File: src/rgb_box_average_decimator_macros.svh
// ----------------------------------------------------------------------------
// rgb_box_average_decimator_macros.svh
// Assertion shorthands for the box-average decimator, clocked on clk and
// disabled while arst_n is low.
// ----------------------------------------------------------------------------
`ifndef RGB_BOX_AVERAGE_DECIMATOR_MACROS_SVH
`define RGB_BOX_AVERAGE_DECIMATOR_MACROS_SVH

// same-cycle implication
`define RBAD_ASSERT_NOW(label, ante, cons, msg) \
	label: assert property (@(posedge clk) disable iff (!arst_n) (ante) |-> (cons)) \
		else $error(msg);

// next-cycle implication
`define RBAD_ASSERT_NEXT(label, ante, cons, msg) \
	label: assert property (@(posedge clk) disable iff (!arst_n) (ante) |=> (cons)) \
		else $error(msg);

`endif

File: src/rbad_pkg.sv
// ----------------------------------------------------------------------------
// rbad_pkg
// Shared widths, register map, reset values and types of the decimator.
// ----------------------------------------------------------------------------
package rbad_pkg;

	localparam int CH_W           = 8;
	localparam int NUM_CH         = 3;
	localparam int FACTOR_W       = 5;
	localparam int WIDTH_W        = 12;
	localparam int HEIGHT_W       = 16;
	localparam int REG_IDX_W      = 2;
	localparam int APB_AW         = REG_IDX_W + 2;
	localparam int APB_DW         = 32;
	localparam int MAX_WIDTH_DEF  = 2048;
	localparam int MAX_FACTOR_DEF = 16;

	typedef enum logic [REG_IDX_W-1:0] {
		REG_DIRECTION,
		REG_FACTOR,
		REG_WIDTH,
		REG_HEIGHT
	} reg_idx_t;

	typedef struct packed {
		logic                direction;
		logic [FACTOR_W-1:0] factor;
		logic [WIDTH_W-1:0]  image_width;
		logic [HEIGHT_W-1:0] image_height;
	} cfg_t;

	localparam cfg_t CFG_RESET = '{
		direction:    1'b0,
		factor:       FACTOR_W'(2),
		image_width:  WIDTH_W'(2048),
		image_height: HEIGHT_W'(1)
	};

	typedef struct packed {
		logic eor;
		logic eof;
	} tag_t;

	typedef logic [NUM_CH-1:0][CH_W-1:0] rgb_t;

endpackage

File: src/rbad_cfg.sv
// ----------------------------------------------------------------------------
// rbad_cfg
// APB register file; any write pulses restart for the frame position logic.
// ----------------------------------------------------------------------------
module rbad_cfg (
	input  logic                          clk,
	input  logic                          arst_n,
	input  logic                          psel,
	input  logic                          penable,
	input  logic                          pwrite,
	input  logic [rbad_pkg::APB_AW-1:0]   paddr,
	input  logic [rbad_pkg::APB_DW-1:0]   pwdata,
	output logic [rbad_pkg::APB_DW-1:0]   prdata,
	output logic                          pready,
	output rbad_pkg::cfg_t                cfg,
	output logic                          restart
);

	localparam int DW = rbad_pkg::APB_DW;
	localparam int FW = rbad_pkg::FACTOR_W;
	localparam int WW = rbad_pkg::WIDTH_W;
	localparam int HW = rbad_pkg::HEIGHT_W;

	rbad_pkg::cfg_t     cfg_q;
	rbad_pkg::reg_idx_t idx;
	logic               wr_en;

	assign idx     = rbad_pkg::reg_idx_t'(paddr[rbad_pkg::APB_AW-1:2]);
	assign wr_en   = psel && penable && pwrite;
	assign pready  = 1'b1;
	assign restart = wr_en;
	assign cfg     = cfg_q;

	always_ff @(posedge clk or negedge arst_n) begin
		if (!arst_n) begin
			cfg_q <= rbad_pkg::CFG_RESET;
		end else if (wr_en) begin
			case (idx)
				rbad_pkg::REG_DIRECTION: cfg_q.direction    <= pwdata[0];
				rbad_pkg::REG_FACTOR:    cfg_q.factor       <= pwdata[FW-1:0];
				rbad_pkg::REG_WIDTH:     cfg_q.image_width  <= pwdata[WW-1:0];
				rbad_pkg::REG_HEIGHT:    cfg_q.image_height <= pwdata[HW-1:0];
				default: ;
			endcase
		end
	end

	always_comb begin
		case (idx)
			rbad_pkg::REG_DIRECTION: prdata = DW'(cfg_q.direction);
			rbad_pkg::REG_FACTOR:    prdata = DW'(cfg_q.factor);
			rbad_pkg::REG_WIDTH:     prdata = DW'(cfg_q.image_width);
			rbad_pkg::REG_HEIGHT:    prdata = DW'(cfg_q.image_height);
			default:                 prdata = '0;
		endcase
	end

endmodule

File: config.mk
export PLATFORM = sky130hd
export DESIGN_NAME = rbad_cfg
export DESIGN_NICKNAME = d
export VERILOG_FILES = /design/src/rgb_box_average_decimator_macros.svh /design/src/rbad_pkg.sv /design/src/rbad_cfg.sv
export SDC_FILE = /design/constraint.sdc
export NUM_CORES = 1
export LEC_CHECK = 0
export BUFFER_PORTS_ARGS = -buffer_cell sky130_fd_sc_hd__buf_2
export CAP_MARGIN = 10
export CELL_PAD_IN_SITES_DETAIL_PLACEMENT = 0
export CELL_PAD_IN_SITES_GLOBAL_PLACEMENT = 2
export CORE_MARGIN = 8
export CORE_UTILIZATION = 28
export CTS_BUF_LIST = sky130_fd_sc_hd__clkbuf_8
export DETAILED_ROUTE_END_ITERATION = 12
export PLACE_DENSITY_LB_ADDON = 0.1
export SYNTH_ARGS = -nofsm -noshare
export SYNTH_HDL_FRONTEND = slang
export SYNTH_SLANG_ARGS = --single-unit
File: constraint.sdc
create_clock -name clk -period 1.85 [get_ports clk]
set_input_delay 0.0925 -clock clk [delete_from_list [all_inputs] [get_ports clk]]
set_output_delay 0.0925 -clock clk [all_outputs]
set_load 0.01 [all_outputs]
==> flow_metrics.py <==
metrics = {
    "clock_tree": {
        "ctsRootBufferMaster": "sky130_fd_sc_hd__clkbuf_8",
        "cts_tree": "built",
        "cts.htree.levels": 2,
        "insertion_delay_ns": 0.28,
        "cts.reportedPaths.clkPinSlew_ns": 0.06,
        "cts_bufs_inserted": 5,
        "postCtsResizedCells": 0,
        "clock_path_buffers": 2,
        "cts_sinks": 34,
    },
    "die": {
        "core_area_sq_um": 6240,
        "die_outline_area_sq_um": 9160,
        "die_height_um": 95.7,
        "floorplan.io_pins": 109,
        "die_width_um": 95.7,
        "floorplan.initialDensity_pct": 28.5,
        "placement_rows": 29,
    },
    "timing": {
        "maxSlewViolCount": 0,
        "setup_repair_after_global_routing_missed_its_margin": "no",
        "max_slew.worst_pin.slew_ns": 0.770,
        "final.setup_skew_ns": 0,
        "report.final.setup_viol": 0,
        "min_period_over_period_pct": 75.2,
        "fin_setup_tns_ns": 0,
        "post-route-worst-setup-slack_ns": 0.459,
        "clock.fmax_mhz": 719,
        "period_needed_ns": 1.39,
        "final-hold-violation-count": 0,
        "timing.max_slew.rel_slack_pct": 48.7,
    },
    "layout": {
        "layoutNonFillerInstCount": 279,
        "post_route_cells_drive_above_1_share_pct": 62.9,
        "layout.cell_area.non_filler_sq_um": 2210,
        "flip_flop_count_of_the_largest_register_all_copies_and_words_added": 34,
        "layout-area-overhead-vs-synth_pct": 24.6,
        "design.final.nets": 243,
        "diodes": 0,
    },
    "power_and_ir_drop": {
        "power-per-cell-area_nw_per_um2": 1030,
        "post-layout-total-power_mw": 2.29,
        "total_leakage_power_nw": 1.17,
        "ir_worst_vdd_v": 0.000377,
    },
    "yosys": {
        "mappedNetlistArea_sq_um": 1780,
        "dominantRegCellSynth": "sky130_fd_sc_hd__dfrtp_1",
        "synth-seq-cells": 34,
        "synth_seq_area_share_pct": 48.1,
        "edff_count_synth": 0,
        "synthCells": 128,
        "synthesized_area_per_cell_sq_um": 13.9,
        "ys_async_sr_fraction_pct": 100,
        "synthDistinctLibCells": 19,
        "ys.warnings.count": 0,
    },
    "detailed_routing": {
        "drcViolationCount": 0,
        "postRouteAntennaNets": 0,
        "drt-pass1-iter-count": 4,
        "detail_route.vias_per_cell": 4.33,
        "final_wirelength_um": 4760,
        "vias": 1208,
        "route.detailed.wl_per_inst_um": 17.1,
        "drt_iter0_markers": 21,
    },
    "setup_path": {
        "cp_slowest_cell": "sky130_fd_sc_hd__dfrtp_1",
        "critical_path.reg2reg.endpoint": "cfg[2]$_DFFE_PN0P_",
        "timing.critical_path.cells": "mux2_2 > a22o_1 > buf_2",
        "required_ns": 1.76,
        "timing.rr.start": "cfg[2]$_DFFE_PN0P_",
        "ff2ff_path_depth": 1,
        "timing_worst_setup_path_type": "flop to output pin",
        "slowest_delay_ns": 0.40,
        "timing.critical_path.max_delay_family": "flip-flops",
        "crit_path_max_fanout": 3,
        "timing.critical_path.from_type": "flop",
        "worst-endpoint-arrival_ns": 1.30,
        "timing.reg2reg.setup_slack_ns": 1.06,
        "sort_of_element_at_the_end_of_the_critical_path": "output pin",
        "critical_path_buf_inv_count": 1,
    },
    "global_routing": {
        "grt_util_all_layers_pct": 10.5,
        "grt_first_pass_wirelength_um": 7330,
        "number_of_global_route_vias_before_repair": 1406,
        "grt_max_degree": 35,
        "number_of_antenna_violations_at_the_first_check_in_global_routing": 0,
        "grt_overflow": 0,
    },
    "outcome": {
        "status": "finished, final reports clean",
    },
    "place": {
        "dp.final_hpwl_um": 3570,
        "place_congestion": 0.694,
        "place_area_sq_um": 2130,
        "placedCellCount": 271,
        "post-place-ws_ns": 0.468,
        "buffer_ports.inserted": 73,
    },
    "hold_path": {
        "hold-path-cell-count": 2,
        "worstHoldPathType": "input port to flop",
        "timing.hold.worst_endpoint": "cfg[15]$_DFFE_PN0P_",
        "timing.hold.worst.start": "pwdata[15]",
    },
    "job": {
        "drv_cap": 0,
    },
}
cell usage in the layout, fill, tap and decap left out:
cell / synthesis / layout
sky130_fd_sc_hd__a22o_1: 4 / 4
sky130_fd_sc_hd__and2_2: 1 / 1
sky130_fd_sc_hd__and3_1: 4 / 4
sky130_fd_sc_hd__and3_4: 2 / 2
sky130_fd_sc_hd__buf_2: 4 / 73
sky130_fd_sc_hd__buf_4: 18 / 3
sky130_fd_sc_hd__clkbuf_8: 0 / 5
sky130_fd_sc_hd__conb_1: 2 / 17
sky130_fd_sc_hd__dfrtp_1: 31 / 31
sky130_fd_sc_hd__dfstp_2: 3 / 3
sky130_fd_sc_hd__dlygate4sd3_1: 0 / 1
sky130_fd_sc_hd__inv_1: 0 / 2
sky130_fd_sc_hd__mux2_2: 28 / 28
sky130_fd_sc_hd__mux2_4: 10 / 10
sky130_fd_sc_hd__mux2i_1: 7 / 7
sky130_fd_sc_hd__mux4_2: 1 / 1
sky130_fd_sc_hd__nand3b_4: 1 / 1
sky130_fd_sc_hd__nor2b_1: 8 / 8
sky130_fd_sc_hd__nor3b_1: 1 / 1
metal layers:
layer | track usage [%] | vias up | wire, um
met3 | 4.65 | 2 | 484
met1 | 12.5 | 594 | 1990
met5 | 0 | - | 0
li1 | - | 555 | -
met4 | 3.07 | 0 | 22
met2 | 16.8 | 57 | 2260
cells by family after synthesis:
kind of cell	synth area share, %
mux	31.4
flops	48.1
simple gates	7.46
compound gates	1.97
other cells	0.422
buf+inv	10.7
worst max path at each step:
stage               slack [ns]  depth (start not counted)                from                  end
finish                    0.46                          3  cfg[1]$_DFFE_PN0P_            prdata[1]
global route              0.40                          3  cfg[1]$_DFFE_PN0P_            prdata[1]
CTS                       0.45                          3  cfg[1]$_DFFE_PN0P_            prdata[1]
detailed placement        0.47                          5            paddr[2]            prdata[3]
global placement          0.46                          5            paddr[2]            prdata[3]
floorplan                 0.69                          5              pwrite  cfg[10]$_DFFE_PN0P_
area by class of cell:
type | instances | area, sq um
Clock inverter | 2 | 7.51
Sequential cell | 34 | 855
Clock buffer | 5 | 68.8
Fill cell | 644 | 4030
Timing Repair Buffer | 77 | 398
Tap cell | 77 | 96.3
Multi-Input combinational cell | 84 | 790
synthesized netlist by cell type (2+ instances only):
master / n / area (sq um)
sky130_fd_sc_hd__a22o_1: 4 / 35.0
sky130_fd_sc_hd__and3_4: 2 / 22.5
sky130_fd_sc_hd__buf_2: 4 / 20.0
sky130_fd_sc_hd__mux2_4: 10 / 150
sky130_fd_sc_hd__mux2_2: 28 / 315
sky130_fd_sc_hd__dfrtp_1: 31 / 776
sky130_fd_sc_hd__and3_1: 4 / 25.0
sky130_fd_sc_hd__conb_1: 2 / 7.51
sky130_fd_sc_hd__dfstp_2: 3 / 78.8
sky130_fd_sc_hd__buf_4: 18 / 135
sky130_fd_sc_hd__mux2i_1: 7 / 70.1
sky130_fd_sc_hd__nor2b_1: 8 / 50.1
report_power, final:
| group | total [mW] | internal, mW | switching (mW) |
|---|---|---|---|
| sequential | 1.06 | 0.930 | 0.128 |
| clock | 0.485 | 0.247 | 0.237 |
| combinational | 0.748 | 0.396 | 0.352 |
| total | 2.29 | 1.57 | 0.718 |
metrics by stage:
| step | hold slack, ns | util, % |
|---|---|---|
| global placement | 0.217 | 34.1 |
| floorplan | -0.203 | - |
| global route | 0.0295 | 35.5 |
| finish | 0.0465 | 35.5 |
| detailed placement | 0.215 | 34.1 |
| CTS | 0.0348 | 35.5 |
what timing repair did:
action,4_1_cts,5_1_grt
setup buffers,0,0
hold buffers,1,0
hold endpoints to repair,31,0
endpoints found under the setup margin,0,0
Power figures use the tool's default switching activity.
