### config.mk
export PLATFORM = sky130hd
export DESIGN_NAME = rbad_div
export DESIGN_NICKNAME = d
export VERILOG_FILES = /design/src/rgb_box_average_decimator_macros.svh /design/src/rbad_pkg.sv /design/src/rbad_div.sv
export SDC_FILE = /design/constraint.sdc
export NUM_CORES = 1
export LEC_CHECK = 0
export ABC_AREA = 1
export BUFFER_PORTS_ARGS = -buffer_cell sky130_fd_sc_hd__buf_2
export CORE_UTILIZATION = 55
export CTS_CLUSTER_SIZE = 28
export DETAILED_ROUTE_END_ITERATION = 10
export PLACE_DENSITY = 0.75
export SLEW_MARGIN = 20
export SYNTH_ARGS = -nofsm -noshare
export SYNTH_HDL_FRONTEND = slang
export SYNTH_SLANG_ARGS = --single-unit
### constraint.sdc
create_clock -name clk -period 1.98 [get_ports clk]
set_input_delay 0 -clock clk [delete_from_list [all_inputs] [get_ports clk]]
set_output_delay 0 -clock clk [all_outputs]
set_load 0.01 [all_outputs]
### src/rgb_box_average_decimator_macros.svh
// ----------------------------------------------------------------------------
// rgb_box_average_decimator_macros.svh
// Assertion shorthands for the box-average decimator, clocked on clk and
// disabled while arst_n is low.
// ----------------------------------------------------------------------------
`ifndef RGB_BOX_AVERAGE_DECIMATOR_MACROS_SVH
`define RGB_BOX_AVERAGE_DECIMATOR_MACROS_SVH

// same-cycle implication
`define RBAD_ASSERT_NOW(label, ante, cons, msg) \
	label: assert property (@(posedge clk) disable iff (!arst_n) (ante) |-> (cons)) \
		else $error(msg);

// next-cycle implication
`define RBAD_ASSERT_NEXT(label, ante, cons, msg) \
	label: assert property (@(posedge clk) disable iff (!arst_n) (ante) |=> (cons)) \
		else $error(msg);

`endif

### src/rbad_pkg.sv
// ----------------------------------------------------------------------------
// rbad_pkg
// Shared widths, register map, reset values and types of the decimator.
// ----------------------------------------------------------------------------
package rbad_pkg;

	localparam int CH_W           = 8;
	localparam int NUM_CH         = 3;
	localparam int FACTOR_W       = 5;
	localparam int WIDTH_W        = 12;
	localparam int HEIGHT_W       = 16;
	localparam int REG_IDX_W      = 2;
	localparam int APB_AW         = REG_IDX_W + 2;
	localparam int APB_DW         = 32;
	localparam int MAX_WIDTH_DEF  = 2048;
	localparam int MAX_FACTOR_DEF = 16;

	typedef enum logic [REG_IDX_W-1:0] {
		REG_DIRECTION,
		REG_FACTOR,
		REG_WIDTH,
		REG_HEIGHT
	} reg_idx_t;

	typedef struct packed {
		logic                direction;
		logic [FACTOR_W-1:0] factor;
		logic [WIDTH_W-1:0]  image_width;
		logic [HEIGHT_W-1:0] image_height;
	} cfg_t;

	localparam cfg_t CFG_RESET = '{
		direction:    1'b0,
		factor:       FACTOR_W'(2),
		image_width:  WIDTH_W'(2048),
		image_height: HEIGHT_W'(1)
	};

	typedef struct packed {
		logic eor;
		logic eof;
	} tag_t;

	typedef logic [NUM_CH-1:0][CH_W-1:0] rgb_t;

endpackage

### src/rbad_div.sv
// ----------------------------------------------------------------------------
// rbad_div
// Pipelined restoring divider, one quotient bit per stage, one lane per
// color channel. Quotient is known to fit in one channel width.
// ----------------------------------------------------------------------------
module rbad_div #(
	parameter int MAX_FACTOR = rbad_pkg::MAX_FACTOR_DEF
) (
	input  logic                                                  clk,
	input  logic                                                  arst_n,
	input  logic                                                  adv,
	input  logic                                                  in_valid,
	input  rbad_pkg::tag_t                                        in_tag,
	input  logic [rbad_pkg::NUM_CH-1:0][$clog2(MAX_FACTOR*255+1)-1:0] in_sum,
	input  logic [$clog2(MAX_FACTOR+1)-1:0]                       divisor,
	output logic                                                  out_valid,
	output rbad_pkg::tag_t                                        out_tag,
	output rbad_pkg::rgb_t                                        out_quo
);

	localparam int NCH  = rbad_pkg::NUM_CH;
	localparam int QW   = rbad_pkg::CH_W;
	localparam int MW   = $clog2(MAX_FACTOR+1);
	localparam int DVW  = MW + QW;
	localparam int NSTG = QW;

	typedef logic [NCH-1:0][DVW-1:0] rems_t;

	logic           vld_p [NSTG];
	rbad_pkg::tag_t tag_p [NSTG];
	rems_t          rem_p [NSTG];
	rbad_pkg::rgb_t quo_p [NSTG];

	for (genvar k = 0; k < NSTG; k++) begin : g_stg
		logic           vld_in;
		rbad_pkg::tag_t tag_in;
		rems_t          rem_in;
		rems_t          rem_nx;
		rbad_pkg::rgb_t quo_in;
		rbad_pkg::rgb_t quo_nx;
		logic [DVW-1:0] trial;
		logic           vld_s;
		rbad_pkg::tag_t tag_s;
		rems_t          rem_s;
		rbad_pkg::rgb_t quo_s;

		if (k == 0) begin : g_head
			always_comb begin
				vld_in = in_valid;
				tag_in = in_tag;
				quo_in = '0;
				for (int c = 0; c < NCH; c++) begin
					rem_in[c] = DVW'(in_sum[c]);
				end
			end
		end else begin : g_body
			always_comb begin
				vld_in = vld_p[k-1];
				tag_in = tag_p[k-1];
				quo_in = quo_p[k-1];
				rem_in = rem_p[k-1];
			end
		end

		assign trial = DVW'(divisor) << (NSTG - 1 - k);

		always_comb begin
			for (int c = 0; c < NCH; c++) begin
				if (rem_in[c] >= trial) begin
					rem_nx[c] = rem_in[c] - trial;
					quo_nx[c] = quo_in[c] | (QW'(1) << (NSTG - 1 - k));
				end else begin
					rem_nx[c] = rem_in[c];
					quo_nx[c] = quo_in[c];
				end
			end
		end

		always_ff @(posedge clk or negedge arst_n) begin
			if (!arst_n) begin
				vld_s <= 1'b0;
			end else if (adv) begin
				vld_s <= vld_in;
			end
		end

		always_ff @(posedge clk) begin
			if (adv) begin
				tag_s <= tag_in;
				rem_s <= rem_nx;
				quo_s <= quo_nx;
			end
		end

		assign vld_p[k] = vld_s;
		assign tag_p[k] = tag_s;
		assign rem_p[k] = rem_s;
		assign quo_p[k] = quo_s;
	end

	assign out_valid = vld_p[NSTG-1];
	assign out_tag   = tag_p[NSTG-1];
	assign out_quo   = quo_p[NSTG-1];

endmodule

==> results.json, run 1 <==
{
  "fin_skew_ns": 0.01139,
  "routedWlPerCell_um": 14.05,
  "fp.coreArea_sq_um": 41020,
  "grt.total_usage_pct": 21.71,
  "cp-start-kind": "flip-flop",
  "synth_seq_cells": 405,
  "n_fill_cell": 3163,
  "clkLatencyLatePin_ns": 0.57,
  "die_h_um": 206.2,
  "layout_common_cells": "682 x nand2_1, 397 x edfxtp_1, 300 x inv_1",
  "die_w_um": 206.2,
  "power.density_nw_per_um2": 1035,
  "dpl_cell_area_sq_um": 24550,
  "setup_viol": 0,
  "synth_cells": 2415,
  "final_common_cell": "nand2_1",
  "path_class": "flip-flop to flip-flop",
  "synthSimpleGateAreaFrac_pct": 25.68,
  "end_kind": "flip-flop",
  "diodes": 0,
  "hold_class": "input port to flip-flop",
  "synth_compound_area_share_pct": 4.595,
  "synth-edff-count": 397,
  "start_util_pct": 55.90,
  "vias": 16680,
  "portBuffers": 73,
  "ys_warn_count": 0,
  "cts_tree": "built",
  "via_per_inst": 5.206,
  "dp_hpwl_um": 32970,
  "drive_gt1_share_pct": 17.28,
  "p_leak_uw": 0.01153,
  "grt_max_degree": 67,
  "grt_pass1_wl_um": 74220,
  "max_freq_mhz": 509.4,
  "ys.flop_type": "edfxtp_1",
  "synth_fa_ha_area_share_pct": 8.382,
  "ys_types": 45,
  "syn_area_sq_um": 22930,
  "numCtsBuffers": 42,
  "clock_sinks": 405,
  "postLayoutCellArea_sq_um": 26650,
  "cts_root_buf": "clkbuf_16",
  "ys_seq_area_share_pct": 52.86,
  "cp.arrival_ns": 2.28,
  "required_ns": 2.30,
  "synthArstFlopShare_pct": 1.975,
  "synth_top_family_by_area": "simple AND/OR/NAND/NOR gates",
  "io_pins": 74,
  "power_uw": 27580,
  "area_growth_pct": 16.21,
  "fin_setup_tns_ns": 0,
  "clkTransAtPathRegs_ns": 0.06,
  "max_slew.worst_pin.slew_ns": 0.5735,
  "routed_wl_um": 45040,
  "syn_nets": 2603,
  "dr.pass1.iters": 8,
  "holdWs_ns": 0.1519,
  "grt_pass1_vias": 16380,
  "antenna_found_initial": 0,
  "fp.dieArea_sq_um": 42510,
  "antenna_left": 0,
  "min_period_over_period_pct": 99.15,
  "gr-total-overflow": 0,
  "status": "finished with violations",
  "peakVddDrop_uv": 588.8,
  "htree_levels": 2,
  "synthXorXnorAreaFrac_pct": 2.368,
  "nNetsFinal": 2828,
  "avgSynthCellArea_sq_um": 9.495,
  "max-cap-violations": 0,
  "rows": 74,
  "drt_iter0_markers": 779,
  "violations": "design-rule violations",
  "rsz0062_at_grt": "true",
  "drc": 2,
  "clockBufferDepth": 3,
  "muxShareOfSynthArea_pct": 0,
  "maxSlewViolCount": 0,
  "routabilityCongestion": 0.9077,
  "period_minus_slack_ns": 1.963,
  "hold_viol_final": 0,
  "crit_fanout": 3,
  "relSlewSlack_pct": 61.69
}
-- worst max-delay path, stage by stage (launching register included) --
cell      delay (ns)
edfxtp_1        0.39
inv_1           0.07
ha_1            0.15
inv_2           0.05
fa_2            0.36
nand3_2         0.11
nand3_4         0.08
nand2_2         0.08
nand2_2         0.07
nor2_4          0.17
buf_4           0.16
a21oi_2         0.03
-- metrics by stage --
step	utilization, %	instances	setup WS (ns)
after floorplan	-	2415	-0.0008319
after global placement	59.86	3077	-0.07481
after detailed placement	59.86	3077	-0.1267
after CTS	64.33	3198	0.01145
after global routing	64.97	3205	-0.09722
final	64.97	3205	0.01679
-- power breakdown --
part	internal [uW]	switching (uW)	total, uW
combinational	2990	4710	7700
sequential	11200	862	12000
clock	4550	3290	7840
total	18700	8860	27600
-- timing repair --
action	CTS	global route
gates resized for setup	6	51
pin swaps	0	14
gates cloned	0	2
buffers inserted	2	5
hold buffers	42	0
endpoints found under the setup margin	34	100
endpoints found under the hold margin	80	0
-- cell usage after synthesis, drive strengths merged, types with 23 or more instances --
cell | n | area [sq um]
xor2 | 39 | 341.6
nor3 | 34 | 224.0
ha | 120 | 1501
edfxtp | 397 | 11920
nand3 | 168 | 1001
nand2 | 752 | 3005
nand4 | 54 | 337.8
a21oi | 76 | 478.0
inv | 333 | 1250
xnor2 | 23 | 201.4
nor2 | 251 | 1045
o21ai | 78 | 503.0
-- flip-flops by register name, summed over array words and instances, names as in the netlist --
register / flops
g_stg.quo_s: 84
out_quo: 24
g_stg.vld_s: 7
g_stg.rem_s: 273
g_stg.tag_s: 14
out_valid: 1
out_tag: 2
-- layer usage --
layer  global-route usage (%)  share of wire (%)  routed length, um  up-vias
met2                    38.75                 50              22630      316
met5                        0                  0                  0        -
li1                         -                  -                  -     8493
met1                    25.70                 42              19100     7757
met4                    8.692                3.2               1445        0
met3                    4.037                4.1               1862      118
-- path summary, 6_finish.rpt --
check,startpoint,to,slack (ns),cells after the start
setup / recovery,g_stg[5].rem_s[14],g_stg[6].rem_s[22],0.02,11
hold / removal,in_sum[24],g_stg[0].rem_s[26],0.15,2
setup reg to reg,g_stg[5].rem_s[14],g_stg[6].rem_s[22],0.02,11
hold reg to reg,g_stg[6].quo_s[14],out_quo[14],0.42,0
max in group asynchronous,arst_n,g_stg[0].vld_s,1.33,3
min in group asynchronous,arst_n,g_stg[4].vld_s,0.40,3
-- logic make-up after synthesis --
family / Yosys count
AO/OA/AOI/OAI: 161
XOR/XNOR: 62
adder cells (fa/ha/maj): 141
buffers and inverters: 347
flip-flops: 405
AND/OR/NAND/NOR: 1299
-- cell type report --
class | count | area (sq um) | share of cell area [%]
clock buffers | 48 | 1147 | 4.306
flip-flops and latches | 405 | 12120 | 45.49
well taps | 532 | 665.6 | 2.498
clock inverters | 29 | 231.5 | 0.8687
multi-input cells | 1663 | 9595 | 36.01
repair buffers | 194 | 1628 | 6.109
inverters | 334 | 1257 | 4.719
(Power assumes the default switching activity.)
==> run 2, diff against run 1 <==
RECOVER_POWER = 50   (was unset)
==> results.json, run 2 (synthesis gave the netlist of run 1 again) <==
{
  "largest_register_ffs": 273,
  "fin_setup_tns_ns": 0,
  "required_ns": 2.30,
  "hold_class": "input port to flip-flop",
  "cp-start-kind": "flip-flop",
  "portBuffers": 73,
  "cts_tree": "built",
  "power.density_nw_per_um2": 1038,
  "pre_cts_ws_ns": -0.1267,
  "clkLatencyLatePin_ns": 0.57,
  "reg2regPathDepth": 11,
  "violations": "design-rule violations",
  "drt_iter0_markers": 809,
  "rows": 74,
  "start_util_pct": 55.90,
  "area_growth_pct": 15.80,
  "p_leak_uw": 0.01145,
  "fp.dieArea_sq_um": 42510,
  "nNetsFinal": 2828,
  "status": "finished with violations",
  "io_pins": 74,
  "diodes": 0,
  "final.setup.worst_slack_ns": 0.01840,
  "grt_max_degree": 67,
  "cp.arrival_ns": 2.28,
  "max_slew.worst_pin.slew_ns": 1.280,
  "fp.coreArea_sq_um": 41020,
  "cp_top_family": "adder cells",
  "htree_levels": 2,
  "cp.depth": 11,
  "drive_gt1_share_pct": 16.46,
  "path_class": "flip-flop to flip-flop",
  "grt_pass1_wl_um": 74220,
  "grt_pass1_vias": 16380,
  "routed_wl_um": 45090,
  "path_buf_inv": 3,
  "use_met2_pct": 38.75,
  "routedWlPerCell_um": 14.07,
  "hold_viol_final": 0,
  "drc": 2,
  "setup_viol": 0,
  "critPathMaxStageDelay_ns": 0.39,
  "die_w_um": 206.2,
  "final_common_cell": "nand2_1",
  "rsz0062_at_grt": "true",
  "clock_sinks": 405,
  "end_kind": "flip-flop",
  "die_h_um": 206.2,
  "crit_fanout": 3,
  "layout_common_cells": "682 x nand2_1, 397 x edfxtp_1, 300 x inv_1",
  "utilization_pct": 64.74,
  "gr-total-overflow": 0,
  "relSlewSlack_pct": 14.68,
  "grt.total_usage_pct": 21.71,
  "dp_hpwl_um": 32970,
  "maxSlewViolCount": 0,
  "peakVddDrop_uv": 587.0,
  "dr.pass1.iters": 9,
  "dp.cells": 3077,
  "numCtsBuffers": 42,
  "routabilityCongestion": 0.9077,
  "max_freq_mhz": 509.8,
  "fin_skew_ns": 0.01099,
  "grt_busiest_layer": "met2",
  "max-cap-violations": 0,
  "grtUsageMet3_pct": 4.037,
  "crit_slowest_cell": "edfxtp_1",
  "antenna_found_initial": 0,
  "holdPathStages": 2,
  "cts_root_buf": "clkbuf_16",
  "fin_cells": 3205,
  "period_minus_slack_ns": 1.962,
  "via_per_inst": 5.203,
  "clockBufferDepth": 3,
  "top_register": "g_stg.rem_s",
  "crit_chain": "inv_1 -> ha_1 -> inv_2 -> fa_2 -> nand3_2 -> nand3_4 -> nand2_2 -> nand2_2 -> nor2_4 -> buf_4 -> a21oi_2",
  "min_period_over_period_pct": 99.07,
  "grtUsageMet1_pct": 25.70,
  "vias": 16680,
  "antenna_left": 0,
  "clkTransAtPathRegs_ns": 0.06,
  "crit_top_cell": "nand2_2"
}
## run 2: cell count changes in the layout (fill, tap and decap cells not counted)
cell and delta:
buf_8 -1, buf_12 -5, clkbuf_1 +22, clkbuf_2 +6, buf_4 -5, buf_2 -22, buf_6 +5
## run 2: final timing paths
path / from / slack (ns) / end
min: in_sum[24] / 0.15 / g_stg[0].rem_s[26]
max: g_stg[5].rem_s[14] / 0.02 / g_stg[6].rem_s[22]
max reg2reg: g_stg[5].rem_s[14] / 0.02 / g_stg[6].rem_s[22]
max in group asynchronous: arst_n / 1.33 / g_stg[0].vld_s
min reg2reg: g_stg[3].quo_s[7] / 0.42 / g_stg[4].quo_s[7]
min in group asynchronous: arst_n / 0.40 / g_stg[4].vld_s
## run 2: report_power, final
group          total, uW  leakage (uW)  switching [uW]  internal (uW)
Clock               7840      0.000657            3290           4550
Combinational       7690       0.00690            4710           2970
Sequential         12000       0.00389             862          11200
Total              27600        0.0114            8870          18700
## run 2: final cells by class
cell class | instances | area, sq um
inverters | 334 | 1257
clock inverters | 29 | 231.5
multi-input cells | 1663 | 9595
fillers | 3190 | 14460
well taps | 532 | 665.6
flip-flops and latches | 405 | 12120
clock buffers | 48 | 1147
repair buffers | 194 | 1534
## run 2: metal layers
layer  wire length [um]  up-vias
met3               1858      116
met2              22630      307
met1              19170     7758
met5                  0        -
met4               1437        0
li1                   -     8495
## run 2: repair_timing
item                       in CTS  in global routing
buffers inserted                2                  5
pin swaps                       0                 14
cloned                          0                  2
hold endpoints to repair       80                  0
hold buffers                   42                  0
setup endpoints to repair      34                100
resized for setup               6                 51
## run 2: through the flow
step	power (uW)	hold WS, ns	area (sq um)
3_5_place_dp	19630	-0.1514	24550
3_3_place_gp	19310	-0.1599	24550
5_1_grt	29250	0.1523	26550
2_1_floorplan	17670	-0.2956	22930
6_report	27570	0.1548	26550
4_1_cts	27570	0.1199	26390
==> run 3, diff against run 2 <==
ABC_AREA = 0   (was 1)
==> results.json, run 3 <==
{
  "rsz0062_at_grt": "true",
  "regArea_sq_um": 12120,
  "drive_gt1_share_pct": 39.06,
  "start_util_pct": 55.86,
  "setup_viol": 173,
  "max-cap-violations": 0,
  "grt.total_usage_pct": 23.00,
  "violations": "negative setup slack",
  "die_w_um": 192.1,
  "synth_top_cell_by_area": "edfxtp_1",
  "grtUsageMet1_pct": 26.57,
  "n_fill_cell": 1928,
  "fp.coreArea_sq_um": 35570,
  "grt_busiest_layer": "met2",
  "antenna_left": 0,
  "dr.pass1.iters": 6,
  "layout_common_cells": "397 x edfxtp_1, 283 x buf_4, 73 x ha_1",
  "avgSynthCellArea_sq_um": 13.48,
  "ys.flop_type": "edfxtp_1",
  "drc": 0,
  "r2r_setup_slack_ns": -0.41,
  "cp-start-kind": "flip-flop",
  "gr-total-overflow": 0,
  "hold_class": "input port to flip-flop",
  "cts_tree": "built",
  "status": "finished with violations",
  "fin_cells": 2463,
  "required_ns": 2.26,
  "top_register": "g_stg.rem_s",
  "ys_types": 65,
  "via_per_inst": 5.768,
  "use_met2_pct": 43.13,
  "clockBufferDepth": 3,
  "clkLatencyLatePin_ns": 0.55,
  "drt_iter0_markers": 1025,
  "die_h_um": 192.1,
  "cp.arrival_ns": 2.67,
  "synth_cells": 1474,
  "largest_register_ffs": 273,
  "max_freq_mhz": 418.3,
  "crit_slowest_cell": "edfxtp_1",
  "nNetsFinal": 2156,
  "crit_fanout": 4,
  "numCtsBuffers": 42,
  "cp_top_family": "adder cells",
  "final.setup.worst_slack_ns": -0.4107,
  "final_common_cell": "edfxtp_1",
  "routed_wl_um": 48210,
  "crit_chain": "inv_1 -> ha_2 -> inv_2 -> fa_2 -> a211oi_2 -> nor2_2 -> nor4_4 -> buf_4 -> nor4b_2 -> xor2_1",
  "ys_warn_count": 0,
  "fp.dieArea_sq_um": 36890,
  "routabilityCongestion": 0.9092,
  "path_buf_inv": 3,
  "period_minus_slack_ns": 2.391,
  "synth-edff-count": 397,
  "cts_root_buf": "clkbuf_16",
  "pre_cts_ws_ns": -0.5116,
  "syn_area_sq_um": 19870,
  "vias": 14210,
  "peakVddDrop_uv": 599.6,
  "yosysMostFrequentCell": "edfxtp_1",
  "rows": 69,
  "dp.cells": 2258,
  "multiInputGateArea_sq_um": 8961,
  "grt_pass1_wl_um": 66890,
  "end_kind": "flip-flop",
  "relSlewSlack_pct": 44.73,
  "clock_sinks": 405,
  "ys_seq_area_share_pct": 61.00,
  "fin_skew_ns": 0.01005,
  "clkTransAtPathRegs_ns": 0.06,
  "max_slew.worst_pin.slew_ns": 0.8290,
  "min_period_over_period_pct": 120.7,
  "antenna_found_initial": 0,
  "io_pins": 74,
  "synth_top_cell_area_share_pct": 60.00,
  "synthTopCellsByArea": "edfxtp_1 60%, ha_1 7.6%, xnor2_1 2.7%, xor2_1 2.2%, fa_1 2.1%",
  "dpl_cell_area_sq_um": 23200,
  "portBuffers": 73,
  "power_uw": 28590,
  "maxSlewViolCount": 0,
  "critPathMaxStageDelay_ns": 0.41,
  "routedWlPerCell_um": 19.57,
  "hold_viol_final": 0,
  "postLayoutCellArea_sq_um": 27200,
  "grtUsageMet3_pct": 3.088,
  "synth_seq_cells": 405,
  "p_leak_uw": 0.01050,
  "htree_levels": 2,
  "dp_hpwl_um": 26810,
  "area_growth_pct": 36.91,
  "power.density_nw_per_um2": 1051,
  "synth_commonest_cells": "397 x edfxtp_1, 120 x ha_1, 91 x inv_1, 84 x o21ai_0, 79 x nor2_1",
  "grt_max_degree": 94,
  "path_class": "flip-flop to flip-flop",
  "synthArstFlopShare_pct": 1.975,
  "grt_pass1_vias": 14040,
  "syn_nets": 1662,
  "diodes": 0
}
[run 3: changes by cell type after synthesis, moves of 24 or more]
| cell | delta |
|---|---|
| inv_1 | -213 |
| nor2b_1 | +33 |
| nand3_1 | -122 |
| o21ai_0 | +49 |
| mux2_2 | +35 |
| xnor2_1 | +38 |
| nor2_1 | -141 |
| nand4_1 | -46 |
| o21ai_2 | -30 |
| nand2b_1 | +24 |
| nand2_2 | -49 |
| inv_2 | -29 |
| nor2_2 | -24 |
| nand2_1 | -619 |
[run 3: worst register-to-register path, delay by kind of cell (launching register included)]
kind	cells	cell delay (ns)
adders and majority gates	2	0.56
DFF	1	0.41
xor gates and xnor gates	1	0.16
buffers and inverters	3	0.33
and+or+nand+nor	3	0.44
AOI/OAI and AO/OA	1	0.22
[run 3: routing by layer]
metal  up-vias  share of wire, %
met5         -                 0
met4         0               3.6
met3       155               4.9
met2       525                53
met1      6941                38
li1       6586                 -
[run 3: path summary, 6_finish.rpt]
kind,startpoint,end,cells after the start
worst max-delay path,g_stg[5].rem_s[1],g_stg[6].rem_s[12],10
worst min-delay path,in_tag[1],g_stg[0].tag_s[1],2
worst max register to register,g_stg[5].rem_s[1],g_stg[6].rem_s[12],10
worst min register to register,g_stg[6].quo_s[2],out_quo[2],0
max in group asynchronous,arst_n,g_stg[1].vld_s,3
min in group asynchronous,arst_n,g_stg[5].vld_s,3
[run 3: layout make-up]
| class | count | share of cell area (%) |
|---|---|---|
| tap | 461 | 2.120 |
| clock buffer | 46 | 4.153 |
| inverter | 91 | 1.283 |
| multi-input combinational | 962 | 32.94 |
| timing repair buffer | 466 | 13.47 |
| clock inverter | 32 | 1.472 |
| sequential | 405 | 44.56 |
[run 3: per-stage QoR]
step / TNS, ns / hold WS, ns / utilization [%]
finish: -23.93 / 0.1679 / 76.48
global route: -42.25 / 0.1637 / 76.48
CTS: -17.07 / 0.1565 / 73.78
detailed placement: -49.37 / -0.1485 / 65.24
global placement: -39.40 / -0.1555 / 65.24
floorplan: -20.41 / -0.2956 / -
[run 3: timing repair]
item | CTS | global route
hold buffers | 42 | 0
hold endpoints to repair | 74 | 0
pin swaps | 75 | 80
setup buffers | 42 | 54
gates resized for setup | 190 | 166
setup endpoints to repair | 144 | 186
gates cloned | 3 | 0
[run 3: kinds of logic after synthesis]
| family | share of synthesized area [%] |
|---|---|
| flops | 61.00 |
| xor+xnor | 4.893 |
| simple gates | 11.45 |
| mux | 3.142 |
| buf+inv | 2.154 |
| compound gates | 7.688 |
| fa+ha+maj | 9.672 |
[run 3: power breakdown]
part | switching [uW] | leakage (uW) | internal, uW
sequential | 917 | 0.00388 | 11200
combinational | 3810 | 0.00586 | 4070
clock | 3330 | 0.000760 | 5320
total | 8050 | 0.0105 | 20500
